**src/rtl/core/acs_pkg.sv**
```systemverilog
// ============================================================================
// acs_pkg
// Types, character codes and the per-byte decision function of the
// assembler comment stripper.
// ============================================================================
`timescale 1ns / 1ps

package acs_pkg;

    // Character codes
    localparam logic [7:0] CH_NUL    = 8'h00;
    localparam logic [7:0] CH_SPACE  = 8'h20;
    localparam logic [7:0] CH_NL     = 8'h0A;
    localparam logic [7:0] CH_SLASH  = 8'h2F;
    localparam logic [7:0] CH_STAR   = 8'h2A;
    localparam logic [7:0] CH_BSLASH = 8'h5C;
    localparam logic [7:0] CH_DQUOTE = 8'h22;
    localparam logic [7:0] CH_SQUOTE = 8'h27;
    localparam logic [7:0] CH_AT     = 8'h40;

    // Reset value of the comment character register
    localparam logic [7:0] LINE_CHAR_RESET = CH_AT;

    // Output queue sizing
    localparam int FIFO_DEPTH = 4;
    localparam int PTR_W      = 2;
    localparam int CNT_W      = 3;

    typedef enum logic [2:0] {
        MODE_NORMAL  = 3'd0,
        MODE_STRING  = 3'd1,
        MODE_LINE    = 3'd2,
        MODE_BLOCK   = 3'd3,
        MODE_STOPPED = 3'd4
    } scan_mode_t;

    // Scanner state carried from one decided byte to the next
    typedef struct packed {
        scan_mode_t mode;
        logic [7:0] quote_byte;
        logic [7:0] prev_out;
        logic       tail_pending;
        logic       tail_blank;
    } scan_state_t;

    localparam scan_state_t SCAN_RESET = '{
        mode:         MODE_NORMAL,
        quote_byte:   8'h00,
        prev_out:     8'h00,
        tail_pending: 1'b0,
        tail_blank:   1'b0
    };

    typedef struct packed {
        scan_state_t st;
        logic [7:0]  res;
    } decision_t;

    typedef struct packed {
        logic [7:0] data;
        logic       last;
    } out_entry_t;

    // Decide the output for cur with nxt as lookahead, and the state after it
    function automatic decision_t decide(scan_state_t st, logic [7:0] cur,
                                         logic [7:0] nxt, logic [7:0] line_char);
        decision_t d;
        d.st  = st;
        d.res = cur;
        priority if (st.tail_pending) begin
            // second byte of a recognized pair
            d.st.tail_pending = 1'b0;
            d.res             = st.tail_blank ? CH_SPACE : cur;
            d.st.tail_blank   = 1'b0;
        end else if (st.mode == MODE_STOPPED) begin
            d.res = cur;
        end else if (cur == CH_NUL) begin
            d.st.mode = MODE_STOPPED;
        end else if (st.mode == MODE_STRING) begin
            if (cur == CH_BSLASH && nxt == st.quote_byte) begin
                d.st.tail_pending = 1'b1;
                d.st.tail_blank   = 1'b0;
            end else if (cur == st.quote_byte) begin
                d.st.mode = MODE_NORMAL;
            end
        end else if (st.mode == MODE_BLOCK) begin
            if (cur == CH_STAR && nxt == CH_SLASH) begin
                d.st.tail_pending = 1'b1;
                d.st.tail_blank   = 1'b1;
                d.st.mode         = MODE_NORMAL;
                d.res             = CH_SPACE;
            end else begin
                d.res = (cur == CH_NL) ? CH_NL : CH_SPACE;
            end
        end else if (st.mode == MODE_LINE && cur != CH_NL) begin
            d.res = CH_SPACE;
        end else begin
            // normal text, or the newline that closes a line comment
            d.st.mode = MODE_NORMAL;
            if (cur == line_char && cur != CH_NL && st.prev_out != CH_BSLASH) begin
                d.st.mode = MODE_LINE;
                d.res     = CH_SPACE;
            end else if (cur == CH_SLASH && nxt == CH_STAR) begin
                d.st.tail_pending = 1'b1;
                d.st.tail_blank   = 1'b1;
                d.st.mode         = MODE_BLOCK;
                d.res             = CH_SPACE;
            end else if (cur == CH_DQUOTE || cur == CH_SQUOTE) begin
                d.st.mode       = MODE_STRING;
                d.st.quote_byte = cur;
            end
        end
        d.st.prev_out = d.res;
        return d;
    endfunction

endpackage

```
**src/rtl/core/asm_comment_stripper.sv**
```systemverilog
// ============================================================================
// asm_comment_stripper
// Stream filter that blanks line and block comments in assembler text.
// ============================================================================
// One byte enters per clock while s_tready is high and one leaves while
// m_tready is high. Each output byte lags its input by one byte, as the held
// byte is decided with the next one as lookahead. A byte marked tlast
// flushes the held byte too, so that item yields two output items. A
// four-entry output queue separates the two sides: s_tready stays high, also
// with a stalled sink, while at least two entries are free. The user writes
// the comment character through the cfg channel (reset value at sign) only
// while the stream is idle; the block does not enforce this.
`timescale 1ns / 1ps

module asm_comment_stripper (
    input  logic       aclk,
    input  logic       aresetn,
    // configuration write: line comment character
    input  logic       cfg_valid,
    output logic       cfg_ready,
    input  logic [7:0] cfg_data,
    // input stream
    input  logic       s_tvalid,
    output logic       s_tready,
    input  logic [7:0] s_tdata,   // [7:0] data_byte
    input  logic       s_tlast,   // last_byte
    // result stream
    output logic       m_tvalid,
    input  logic       m_tready,
    output logic [7:0] m_tdata,   // [7:0] out_byte
    output logic       m_tlast    // out_last
);

    logic [7:0]          line_char_reg;
    acs_pkg::scan_state_t st_reg, st_next;
    logic [7:0]          held_reg, held_next;
    logic                held_valid_reg, held_valid_next;

    acs_pkg::out_entry_t fifo_reg [acs_pkg::FIFO_DEPTH];
    logic [acs_pkg::PTR_W-1:0] rd_ptr_reg, wr_ptr_reg;
    logic [acs_pkg::CNT_W-1:0] count_reg, count_next;

    acs_pkg::decision_t  dec_held, dec_new;
    acs_pkg::scan_state_t st_mid;
    acs_pkg::out_entry_t ent0, ent1;
    logic [1:0]          push_cnt;
    logic                in_fire, out_fire;

    assign cfg_ready = 1'b1;
    assign s_tready  = (count_reg <= acs_pkg::CNT_W'(acs_pkg::FIFO_DEPTH - 2));
    assign in_fire   = s_tvalid && s_tready;
    assign m_tvalid  = (count_reg != '0);
    assign out_fire  = m_tvalid && m_tready;
    assign m_tdata   = fifo_reg[rd_ptr_reg].data;
    assign m_tlast   = fifo_reg[rd_ptr_reg].last;

    // Decide the held byte, then the new byte when it ends the buffer
    always_comb begin
        dec_held = acs_pkg::decide(st_reg, held_reg, s_tdata, line_char_reg);
        st_mid   = held_valid_reg ? dec_held.st : st_reg;
        dec_new  = acs_pkg::decide(st_mid, s_tdata, acs_pkg::CH_NUL, line_char_reg);

        st_next         = st_reg;
        held_next       = held_reg;
        held_valid_next = held_valid_reg;
        push_cnt        = 2'd0;
        ent0            = '{data: dec_held.res, last: 1'b0};
        ent1            = '{data: dec_new.res, last: 1'b1};
        if (in_fire) begin
            if (s_tlast) begin
                st_next         = acs_pkg::SCAN_RESET;
                held_next       = 8'h00;
                held_valid_next = 1'b0;
                push_cnt        = held_valid_reg ? 2'd2 : 2'd1;
                if (!held_valid_reg) begin
                    ent0 = ent1;
                end
            end else begin
                st_next         = st_mid;
                held_next       = s_tdata;
                held_valid_next = 1'b1;
                push_cnt        = held_valid_reg ? 2'd1 : 2'd0;
            end
        end
        count_next = count_reg + acs_pkg::CNT_W'(push_cnt)
                   - acs_pkg::CNT_W'(out_fire);
    end

    // Hold scanner state, config register and queue pointers
    always_ff @(posedge aclk) begin
        if (!aresetn) begin
            line_char_reg  <= acs_pkg::LINE_CHAR_RESET;
            st_reg         <= acs_pkg::SCAN_RESET;
            held_reg       <= 8'h00;
            held_valid_reg <= 1'b0;
            rd_ptr_reg     <= '0;
            wr_ptr_reg     <= '0;
            count_reg      <= '0;
        end else begin
            if (cfg_valid && cfg_ready) begin
                line_char_reg <= cfg_data;
            end
            st_reg         <= st_next;
            held_reg       <= held_next;
            held_valid_reg <= held_valid_next;
            rd_ptr_reg     <= rd_ptr_reg + acs_pkg::PTR_W'(out_fire);
            wr_ptr_reg     <= wr_ptr_reg + acs_pkg::PTR_W'(push_cnt);
            count_reg      <= count_next;
        end
    end

    // Write result items into the output queue
    always_ff @(posedge aclk) begin
        if (push_cnt != 2'd0) begin
            fifo_reg[wr_ptr_reg] <= ent0;
        end
        if (push_cnt == 2'd2) begin
            fifo_reg[wr_ptr_reg + acs_pkg::PTR_W'(1)] <= ent1;
        end
    end

endmodule

```
**config.mk**
```make
export PLATFORM = sky130hd
export DESIGN_NAME = asm_comment_stripper
export DESIGN_NICKNAME = d
export VERILOG_FILES = /design/src/rtl/core/acs_pkg.sv /design/src/rtl/core/asm_comment_stripper.sv
export SDC_FILE = /design/constraint.sdc
export NUM_CORES = 1
export LEC_CHECK = 0
export BUFFER_PORTS_ARGS = -buffer_cell sky130_fd_sc_hd__buf_2
export CAP_MARGIN = 5
export CORE_ASPECT_RATIO = 0.75
export CORE_MARGIN = 4
export CORE_UTILIZATION = 66
export CTS_CLUSTER_DIAMETER = 120
export DETAILED_ROUTE_END_ITERATION = 7
export PLACE_DENSITY_LB_ADDON = 0.2
export SETUP_SLACK_MARGIN = 0.05
export SLEW_MARGIN = 0
export SYNTH_ARGS = -nofsm -noshare
export SYNTH_HDL_FRONTEND = slang
export SYNTH_SLANG_ARGS = --single-unit
```
**constraint.sdc**
```tcl
create_clock -name aclk -period 8.43 [get_ports aclk]
set_input_delay 0.843 -clock aclk [delete_from_list [all_inputs] [get_ports aclk]]
set_output_delay 0.843 -clock aclk [all_outputs]
set_load 0.02 [all_outputs]
```
== After elaboration in Yosys (flattened, before gate mapping) ==
Memory sizes are Yosys's and may differ from the RTL's. A register that Yosys moved wholly into a read port is not among the register bits.
Index checks and enable logic that the tools add are counted.
Storage, ports and cells
  register bits: 45
  memories kept: 1
  input bits: 22
  output and inout port bits: 12
  RAM bits: 36
Operators by class
  eq/ne operators: 27
  add/subtract/negate cells: 5
  muxes and demuxes: 68
  $lt $le $gt $ge: 1
  reduce and logical (&&, ||, !) cells: 18
Memories
  fifo_reg: words 4, width 9, read ports 1, clocked after Yosys merged registers in 1, wr ports 2, RTL line asm_comment_stripper.sv:39  | acs_pkg::out_entry_t fifo_reg [acs_pkg::FIFO_DEPTH];
Operator list (number)
  8-bit two-way mux: 18
  10-bit two-way mux: 12
  8-bit by 6-bit == test with 1-bit output (second input constant): 6
  21-bit two-way mux: 2
  9-bit two-way mux: 4
  11-bit two-way mux: 3
  8-bit == test: 4
  2-bit two-way mux: 14
  8-bit logical NOT: 3
  3-bit two-way mux: 6
  6-bit two-way mux: 3
  8-bit by 4-bit == test with 1-bit output (second input constant): 2
  8-bit by 7-bit == test with 1-bit output (second input constant): 2
  8-bit by 4-bit != test with 1-bit output (second input constant): 2
  8-bit by 7-bit != test with 1-bit output (second input constant): 2
  3-bit by 2-bit == test with 1-bit output (second input constant): 4
  1-bit logical AND: 12
  3-bit by 1-bit == test with 1-bit output (second input constant): 2
  3-bit == test (second input constant): 2
  1-bit two-way mux: 6
  3-bit by 2-bit adder with 3-bit output: 1
  3-bit by 2-bit <= comparator with 1-bit output (second input constant): 1
  3-bit nonzero test: 1
  3-bit by 1-bit subtractor with 3-bit output: 1
  other kinds (6): 6

== Depth between registers and ports, before layout ==
Gate-level depths: netlist of run 1.
  depth after elaboration: 30
  mapped depth: 13
  depth with buffers taken out: 12

== Worst setup path before layout of run 1 ==
No wires, ideal clock.
  kind: input to register
  start: input port s_tdata[6]
  end: memory fifo_reg[1][6] (netlist name), data pin
  stages: 10
  library setup time: 0.265 ns
  path slack: 4.761 ns
  arrival time: 3.404 ns
  cell sequence: buf_2 > or4b_4 > or2_4 > or4_1 > o21a_1 > o21a_1 > and4_1 > a211o_1 > a41oi_2 > o22ai_1
RTL lines
  start, declared: RTL line asm_comment_stripper.sv:25  | input logic [7:0] s_tdata,
  end, declared: RTL line asm_comment_stripper.sv:39

==> metrics, run 1 <==
run status=completed; r2r startpoint=st_reg[4]; synth cell count leaders=49 x dfxtp_1, 49 x nand2_1, 33 x nor2b_1; CTS buffer count=9; Synth area leader=dfxtp_1; Site Rows=27; Max-slew headroom=0.253; ys flop type=dfxtp_1; Worst Hold Class=reg -> reg; IO Pins=34; Inserted Diodes=0; CP Class=reg -> reg; synth unique cells=81; Critical Path Max Stage Delay=0.86 ns; top-area cell type share of the netlist area=0.186; crit path DAT=4.38 ns; warnings from Yosys=0; Residual DRC=0; clock-pin slew on the worst setup and hold paths=0.09 ns; Starting DRT DRC Count=between 500 and 600; max-slew violation count=0; Post-Place Setup Slack=~4.2 ns; post-synthesis cell area=between 0.005 and 0.006 mm²; largest net degree at the start of global routing=slightly above 40; Leakage Power=roughly 2 nW; fin worst setup slack=between 4 and 5 ns; Area growth syn-to-layout=6.77%; PwrDens=slightly above 200 mW/mm²; clk_lat worst skew=0.38 ns; initial antenna violation count=0; Post-CTS Setup Bufs=0; setup TNS=0 ns; fin area=0.00562 mm²; Starting Density=0.699; critical path data required time=roughly 8.5 ns; HPWL Detailed=11400 µm; CP Capture Type=flop; drt pass-1 iters=6; Synth Instances=564; Area after DPL=~0.0054 mm²; maximum clock path buffer count=2; Post-synth ARST share=0; fill count=570; # placed instances=666; RR Endpoint=fifo_reg[2][8]; syn nets=594; #FFs+latches synth=81; final setup violation count=0; VDD IR-drop max=roughly 180 µV; top sig layer=met4; first-pass GRT wire length=about 25000 µm; max FFs per register=36; actual slew at the worst max-slew pin=roughly 1.1 ns; met3 wire len=between 2000 and 2500 µm; Final min period=between 4 and 5 ns; final WL=about 15000 µm; reg2reg setup slack=4.16 ns; met2 wire len=~6400 µm; Critical Path Fanout Max=10; clk sinks=between 80 and 90; clk root buf=clkbuf_8; Final Hold Vio Count=0; CTS tree=built; DR vias=around 4700; critical path startpoint=st_reg[4]; drt wl/cell=22.6 µm; vias per cell=between 6 and 7; M1 wire length=6640 µm; post-CTS sizing=0; CTS H-tree lvls=3; number of synthesized flops with an enable pin=32; post-route ant nets=0; WHS Endpoint=st_reg[17]; Clock Skew=approximately 0.015 ns; f_max=234 MHz; die width=~110 µm; GRT Total Usage=0.335; HP Start=st_reg[17]; total grt overflow=0; period utilization=0.506; Total Power=0.00114 W; Hold Path Cell Cnt=2; hold_buf cts=0; Die ar.=between 0.009 and 0.01 mm²; worst-path cell chain=or4bb_1 > nor4_1 > o41ai_2 > o41ai_4 > a2111oi_4 > o22ai_4 > a21oi_1 > nor3_2 > o21ai_1; Layout Nets=606; max_cap viols=0; number of global-route vias before repair=between 4000 and 5000; layout cell share with drive strength beyond 1=0.150; Avg Inst Size Synth=~9.3 µm²; largest cells by area after synthesis=dfxtp_1 19%, edfxtp_1 18%, xnor2_1 4.3%, nor2b_1 3.9%, mux4_2 3.9%; Worst setup SP type=flop; Final Non-Filler Cells=around 680; GPL Wtd Cong=between 1 and 1.5; post-synthesis sequential area ratio=0.369; port buffer count=32; FF-to-FF path depth=9; Slowest cell on crit path=nor4_1; Core Area=roughly 0.0075 mm²; Die Y=between 80 and 90 µm; RSZ-0062 raised after global routing=no
layout make-up:
| type | instances | area (µm²) | area share |
|---|---|---|---|
| Clock buffer | 10 | 138 | 0.0245 |
| Inverter | 16 | 60.1 | 0.0107 |
| Multi-Input combinational cell | 433 | 3120 | 0.554 |
| Clock inverter | 6 | 56.3 | 0.0100 |
| Tap cell | 101 | 126 | 0.0225 |
| Sequential cell | 81 | 1940 | 0.346 |
| Timing Repair Buffer | 35 | 183 | 0.0325 |
per-layer routing:
| layer | vias to the layer above | global-route usage |
|---|---|---|
| met2 | 354 | 0.478 |
| li1 | 2118 | - |
| met3 | 40 | 0.102 |
| met4 | 0 | 0.106 |
| met5 | - | 0 |
| met1 | 2231 | 0.489 |
metrics by stage:
stage | hold WS [ns] | util
6_report | 0.480 | 0.746
5_1_grt | 0.505 | 0.746
4_1_cts | 0.475 | 0.746
3_5_place_dp | 0.461 | 0.720
3_3_place_gp | 0.453 | 0.720
2_1_floorplan | 0.441 | -
worst max-delay path by stage:
stage                           to  cells after the start
detailed placement  fifo_reg[1][3]                     10
CTS                 fifo_reg[1][3]                      9
floorplan           fifo_reg[1][6]                     10
finish              fifo_reg[2][8]                      9
global placement    fifo_reg[1][7]                     10
global route        fifo_reg[2][8]                      9
where the power goes:
group / leakage [nW] / switching (W) / internal (W)
clock network: 0.0973 / 0.000161 / 0.000122
logic: 1.20 / 0.000216 / 0.000145
registers: 0.711 / 0.0000538 / 0.000446
total: 2.00 / 0.000431 / 0.000713
cells in the final DEF (no fill, tap or decap), drive strengths merged, types with 5 or more instances in the layout:
master / synthesis / layout
or2: 6 / 6
nand2b: 12 / 12
and2: 15 / 15
mux2i: 10 / 10
inv: 15 / 19
clkbuf: 26 / 10
nor4: 13 / 13
xor2: 13 / 13
nor2: 27 / 27
nand2: 49 / 49
edfxtp: 32 / 32
a21oi: 16 / 16
xnor2: 26 / 26
a211o: 5 / 5
ha: 7 / 7
nor2b: 33 / 33
nor3: 13 / 13
nand3: 28 / 28
o211ai: 7 / 7
a22oi: 9 / 9
o22ai: 21 / 21
mux4: 9 / 9
o21a: 7 / 7
buf: 8 / 35
a21boi: 10 / 10
nand4: 9 / 9
dfxtp: 49 / 49
and3: 8 / 8
nor4b: 5 / 5
o21ai: 22 / 22
cell families (layout without fill, tap and decap cells):
logic type	Yosys count	after routing	synth area share
AND/OR/NAND/NOR	237	237	0.258
AO/OA/AOI/OAI	129	129	0.190
multiplexers	19	19	0.0575
flip-flops	81	81	0.369
buffers and inverters	50	67	0.0392
adder cells (fa/ha/maj)	8	8	0.0204
XOR/XNOR	39	39	0.0649
other	1	1	0.000712
critical path: cells and delay by family, from the launching register on:
family | cells | cell delay, ns
simple gates | 3 | 1.88
compound gates | 6 | 1.77
flops | 1 | 0.35
Note: power is estimated with default switching activity, not from simulation.
==> inputs of run 2 (changes only) <==
--- a/config.mk
+++ b/config.mk
@@ -9,7 +9,7 @@
 export CAP_MARGIN = 5
 export CORE_ASPECT_RATIO = 0.75
 export CORE_MARGIN = 4
-export CORE_UTILIZATION = 66
+export CORE_UTILIZATION = 55
 export CTS_CLUSTER_DIAMETER = 120
 export DETAILED_ROUTE_END_ITERATION = 7
 export PLACE_DENSITY_LB_ADDON = 0.2
==> constraint.sdc (replaced) <==
create_clock -name aclk -period 3.71 [get_ports aclk]
set_input_delay 0.371 -clock aclk [delete_from_list [all_inputs] [get_ports aclk]]
set_output_delay 0.371 -clock aclk [all_outputs]
set_load 0.02 [all_outputs]
==> metrics, run 2 (synthesis gave the netlist of run 1 again) <==
run status=completed; Final Hold Vio Count=0; Leakage Power=approximately 2.2 nW; setup TNS=0 ns; # placed instances=~720; Post-CTS Setup Bufs=0; max-slew violation count=0; Site Rows=30; f_max=around 290 MHz; actual slew at the worst max-slew pin=~0.85 ns; CP Capture Type=flop; critical path data required time=3.79 ns; Area growth syn-to-layout=13.4%; initial antenna violation count=0; Die Y=92.7 µm; number of global-route vias before repair=between 4000 and 5000; Residual DRC=0; clk_lat worst skew=~0.34 ns; final WL=16000 µm; Area after DPL=roughly 0.0056 mm²; DR vias=around 4800; IO Pins=34; GRT Total Usage=0.296; maximum clock path buffer count=2; Starting Density=0.572; fill count=roughly 740; Max-slew headroom=0.431; Die ar.=roughly 0.011 mm²; final setup violation count=0; PwrDens=495 mW/mm²; fin area=0.00597 mm²; most frequent cells in the layout=49 x nand2_1, 49 x dfxtp_1, 33 x nor2b_1, 32 x edfxtp_1, 32 x buf_2; CTS tree=built; drt pass-1 iters=5; Layout Nets=around 630; GPL Wtd Cong=a little over 1; CTS buffer count=9; total grt overflow=0; post-route ant nets=0; clock-pin slew on the worst setup and hold paths=about 0.060 ns; layout cell share with drive strength beyond 1=0.184; Critical Path Fanout Max=9; largest net degree at the start of global routing=between 40 and 50; Core Area=slightly above 0.009 mm²; Final min period=~3.5 ns; port buffer count=32; max FFs per register=36; Starting DRT DRC Count=580; HPWL Detailed=12100 µm; die width=about 120 µm; period utilization=0.943; RSZ-0062 raised after global routing=no; VDD IR-drop max=between 200 and 300 µV; Worst Hold Class=in -> reg; Worst setup SP type=flop; clk sinks=81; drt wl/cell=~22 µm; Final Non-Filler Cells=approximately 730; CP Class=reg -> reg; Clock Skew=slightly below 0.004 ns; crit path DAT=roughly 3.6 ns; Inserted Diodes=0; max_cap viols=0; vias per cell=roughly 6.5; CTS H-tree lvls=3; first-pass GRT wire length=between 20000 and 30000 µm; clk root buf=clkbuf_16
[run 2: changes by cell type in the layout (fill, tap and decap cells not counted), sizes merged]
cell / change
buf: +22
bufinv: +1
clkbuf: +1
clkinv: +1
inv: -3
[run 2: timing repair]
| action | 4_1_cts | 5_1_grt |
|---|---|---|
| hold buffers | 0 | 0 |
| setup endpoints to repair | 0 | 16 |
| resized for setup | 0 | 3 |
[run 2: report_power, final]
part / internal (W) / leakage, nW / total [W] / switching [W]
logic: 0.000359 / 1.31 / 0.000880 / 0.000521
clock network: 0.000583 / 0.157 / 0.000952 / 0.000370
registers: 0.00102 / 0.711 / 0.00112 / 0.000109
[run 2: per-layer routing]
layer,wire [µm],global-route usage
met1,7230,0.433
met2,6520,0.409
met3,2010,0.119
met4,280,0.0670
met5,0,0
[run 2: stage by stage]
stage          setup WS, ns   util  total power, W  hold WS, ns
6_report              0.211  0.649         0.00296        0.278
5_1_grt              0.0497  0.649         0.00309        0.295
4_1_cts               0.251  0.647         0.00295        0.275
3_5_place_dp          0.218  0.612         0.00200        0.469
3_3_place_gp          0.182  0.612         0.00198        0.455
2_1_floorplan         0.513      -         0.00172        0.441
[run 2: layout make-up]
type	instances	area [µm²]	area share
timing repair buffer	57	348	0.0583
clock inverter	5	60.1	0.0101
tap	128	160	0.0268
sequential	81	1940	0.325
inverter	16	60.1	0.0101
multi-input combinational	433	3130	0.525
clock buffer	11	264	0.0442
[run 2: worst paths after layout]
kind | startpoint | cells after the start | slack [ns] | to
worst min-delay path | cfg_data[6] | 3 | 0.28 | line_char_reg[6]
worst min register to register | st_reg[14] | 2 | 0.48 | st_reg[14]
worst max register to register | held_reg[7] | 10 | 0.21 | fifo_reg[2][2]
worst max-delay path | held_reg[7] | 10 | 0.21 | fifo_reg[2][2]
[run 2: worst max-delay path, cell delays in order, from the launching register on]
cell,delay [ns]
dfxtp_1,0.71
or4_4,0.28
nor2_1,0.07
o41ai_2,0.54
buf_4,0.24
o21a_1,0.24
o21a_1,0.21
o211ai_1,0.23
a31o_2,0.34
o31ai_2,0.24
o22ai_1,0.13
==> inputs of run 3 (changes only) <==
--- a/config.mk
+++ b/config.mk
@@ -9,7 +9,7 @@
 export CAP_MARGIN = 5
 export CORE_ASPECT_RATIO = 0.75
 export CORE_MARGIN = 4
-export CORE_UTILIZATION = 55
+export CORE_UTILIZATION = 61
 export CTS_CLUSTER_DIAMETER = 120
 export DETAILED_ROUTE_END_ITERATION = 7
 export PLACE_DENSITY_LB_ADDON = 0.2
==> constraint.sdc (replaced) <==
create_clock -name aclk -period 3.43 [get_ports aclk]
set_input_delay 0.343 -clock aclk [delete_from_list [all_inputs] [get_ports aclk]]
set_output_delay 0.343 -clock aclk [all_outputs]
set_load 0.02 [all_outputs]
==> metrics, run 3 (synthesis gave the netlist of run 1 again) <==
Most common cell on crit path=buf_4; Residual DRC=0; fill count=between 600 and 700; FF/Latch Area=0.00194 mm²; CP top delay family=compound AO/OA/AOI/OAI gates; layout cell share with drive strength beyond 1=0.237; clk_lat worst skew=about 0.35 ns; Critical Path Max Stage Delay=0.58 ns; port buffer count=32; actual slew at the worst max-slew pin=between 1 and 1.5 ns; met2 wire len=~7000 µm; top sig layer=met4; Starting Density=0.625; max-slew violation count=0; drt wl/cell=22.3 µm; number of global-route vias before repair=4695; RSZ-0062 raised after global routing=yes; Starting DRT DRC Count=between 600 and 700; WP buf/inv=3; CTS buffer count=9; drt pass-1 iters=6; Worst setup SP type=flop; CTS H-tree lvls=3; Final min period=around 3.2 ns; DR vias=5033; clock-pin slew on the worst setup and hold paths=about 0.060 ns; final setup violation count=0; HPWL Detailed=about 12000 µm; most common cell after layout, fill and taps aside=buf_4; Final Hold Vio Count=0; setup TNS=0 ns; Flop pwr share=0.362; CTS tree=built; Worst Hold Class=in -> reg; Area growth syn-to-layout=19.5%; internal power=roughly 0.0022 W; crit path DAT=3.40 ns; Core Area=approximately 0.0084 mm²; IO Pins=34; Site Rows=29; most frequent cells in the layout=58 x buf_4, 49 x nand2_1, 49 x dfxtp_1, 33 x nor2b_1; final WL=~17000 µm; f_max=a little over 300 MHz; clock network fraction of design power=0.333; Clock Skew=between 0.006 and 0.007 ns; critical path data required time=roughly 3.6 ns; first-pass GRT wire length=around 26000 µm; max FFs per register=36; PwrDens=about 530 mW/mm²; Die Y=around 88 µm; final core occ=0.747; initial antenna violation count=0; max_cap viols=0; Die ar.=0.0102 mm²; period utilization=0.940; Net Sw Power=between 0.001 and 0.0015 W; post-route ant nets=0; total grt overflow=0; largest net degree at the start of global routing=just over 40; CP Capture Type=flop; VDD IR-drop max=roughly 570 µV; met3 wire len=roughly 2300 µm; Max-slew headroom=0.292; multi-input logic area=0.00318 mm²; clk root buf=clkbuf_16; clk sinks=81; Slowest cell on crit path=or4bb_4; Layout Nets=about 660; vias per cell=slightly below 7; combinational power share=0.305; CP Class=reg -> reg; maximum clock path buffer count=2; switching share of power=0.327; M1 wire length=6840 µm; Leakage Power=2.38 nW; GPL Wtd Cong=between 0.9 and 1; Inserted Diodes=0; die width=between 100 and 150 µm; Critical Path Fanout Max=6; worst-path cell chain=or4bb_4 > nor4_2 > buf_4 > o41ai_2 > buf_4 > o211a_2 > or2_4 > buf_4 > o211a_4 > a211oi_4 > nand3_1 > o22ai_1; run status=completed; GRT Total Usage=0.332
-- run 3: what timing repair did --
action / CTS / global route
gates resized for setup: 1 / 11
hold buffers: 0 / 0
buffers inserted: 0 / 2
setup endpoints to repair: 2 / 28
pin swaps: 0 / 5
-- run 3: worst register-to-register path: cells and delay by family (launching register included) --
kind            cells  cell delay, ns
compound gates      5            1.14
flops               1            0.32
simple gates        4            1.11
buf+inv             3            0.48
-- run 3: worst paths after layout --
check	cells after the start	slack, ns	startpoint	to
hold / removal	3	0.22	cfg_data[6]	line_char_reg[6]
setup / recovery	12	0.20	st_reg[2]	fifo_reg[3][3]
hold reg to reg	2	0.48	st_reg[14]	st_reg[14]
setup reg to reg	12	0.20	st_reg[2]	fifo_reg[3][3]
-- run 3: power groups by stage --
stage	Sequential, W	Combinational (W)	Clock (W)
floorplan	0.00115	0.000707	0
global placement	0.00121	0.000954	0
detailed placement	0.00122	0.000975	0
CTS	0.00120	0.000984	0.00111
global route	0.00121	0.00108	0.00115
finish	0.00120	0.00101	0.00111
-- run 3: metrics by stage --
stage / hold WS (ns) / power (W) / cells / instance area (µm²) / setup slack, ns
after floorplan: 0.441 / 0.00186 / 564 / 5260 / 0.261
after global placement: 0.457 / 0.00216 / 728 / 5870 / 0.0330
after detailed placement: 0.469 / 0.00219 / 728 / 5870 / 0.0608
after CTS: 0.221 / 0.00329 / 744 / 6220 / 0.0543
after global routing: 0.263 / 0.00344 / 746 / 6290 / 0.0227
final: 0.220 / 0.00332 / 746 / 6290 / 0.205
-- run 3: routing by layer --
metal | global-route usage | vias to the layer above
li1 | - | 2240
met1 | 0.476 | 2376
met2 | 0.479 | 367
met3 | 0.0957 | 50
met4 | 0.115 | 0
met5 | 0 | -
-- run 3: final cells by class --
type,count,share of cell area
tap,108,0.0215
sequential,81,0.309
clock buffer,11,0.0370
inverter,16,0.00955
clock inverter,5,0.0165
multi-input combinational,433,0.506
timing repair buffer,92,0.101
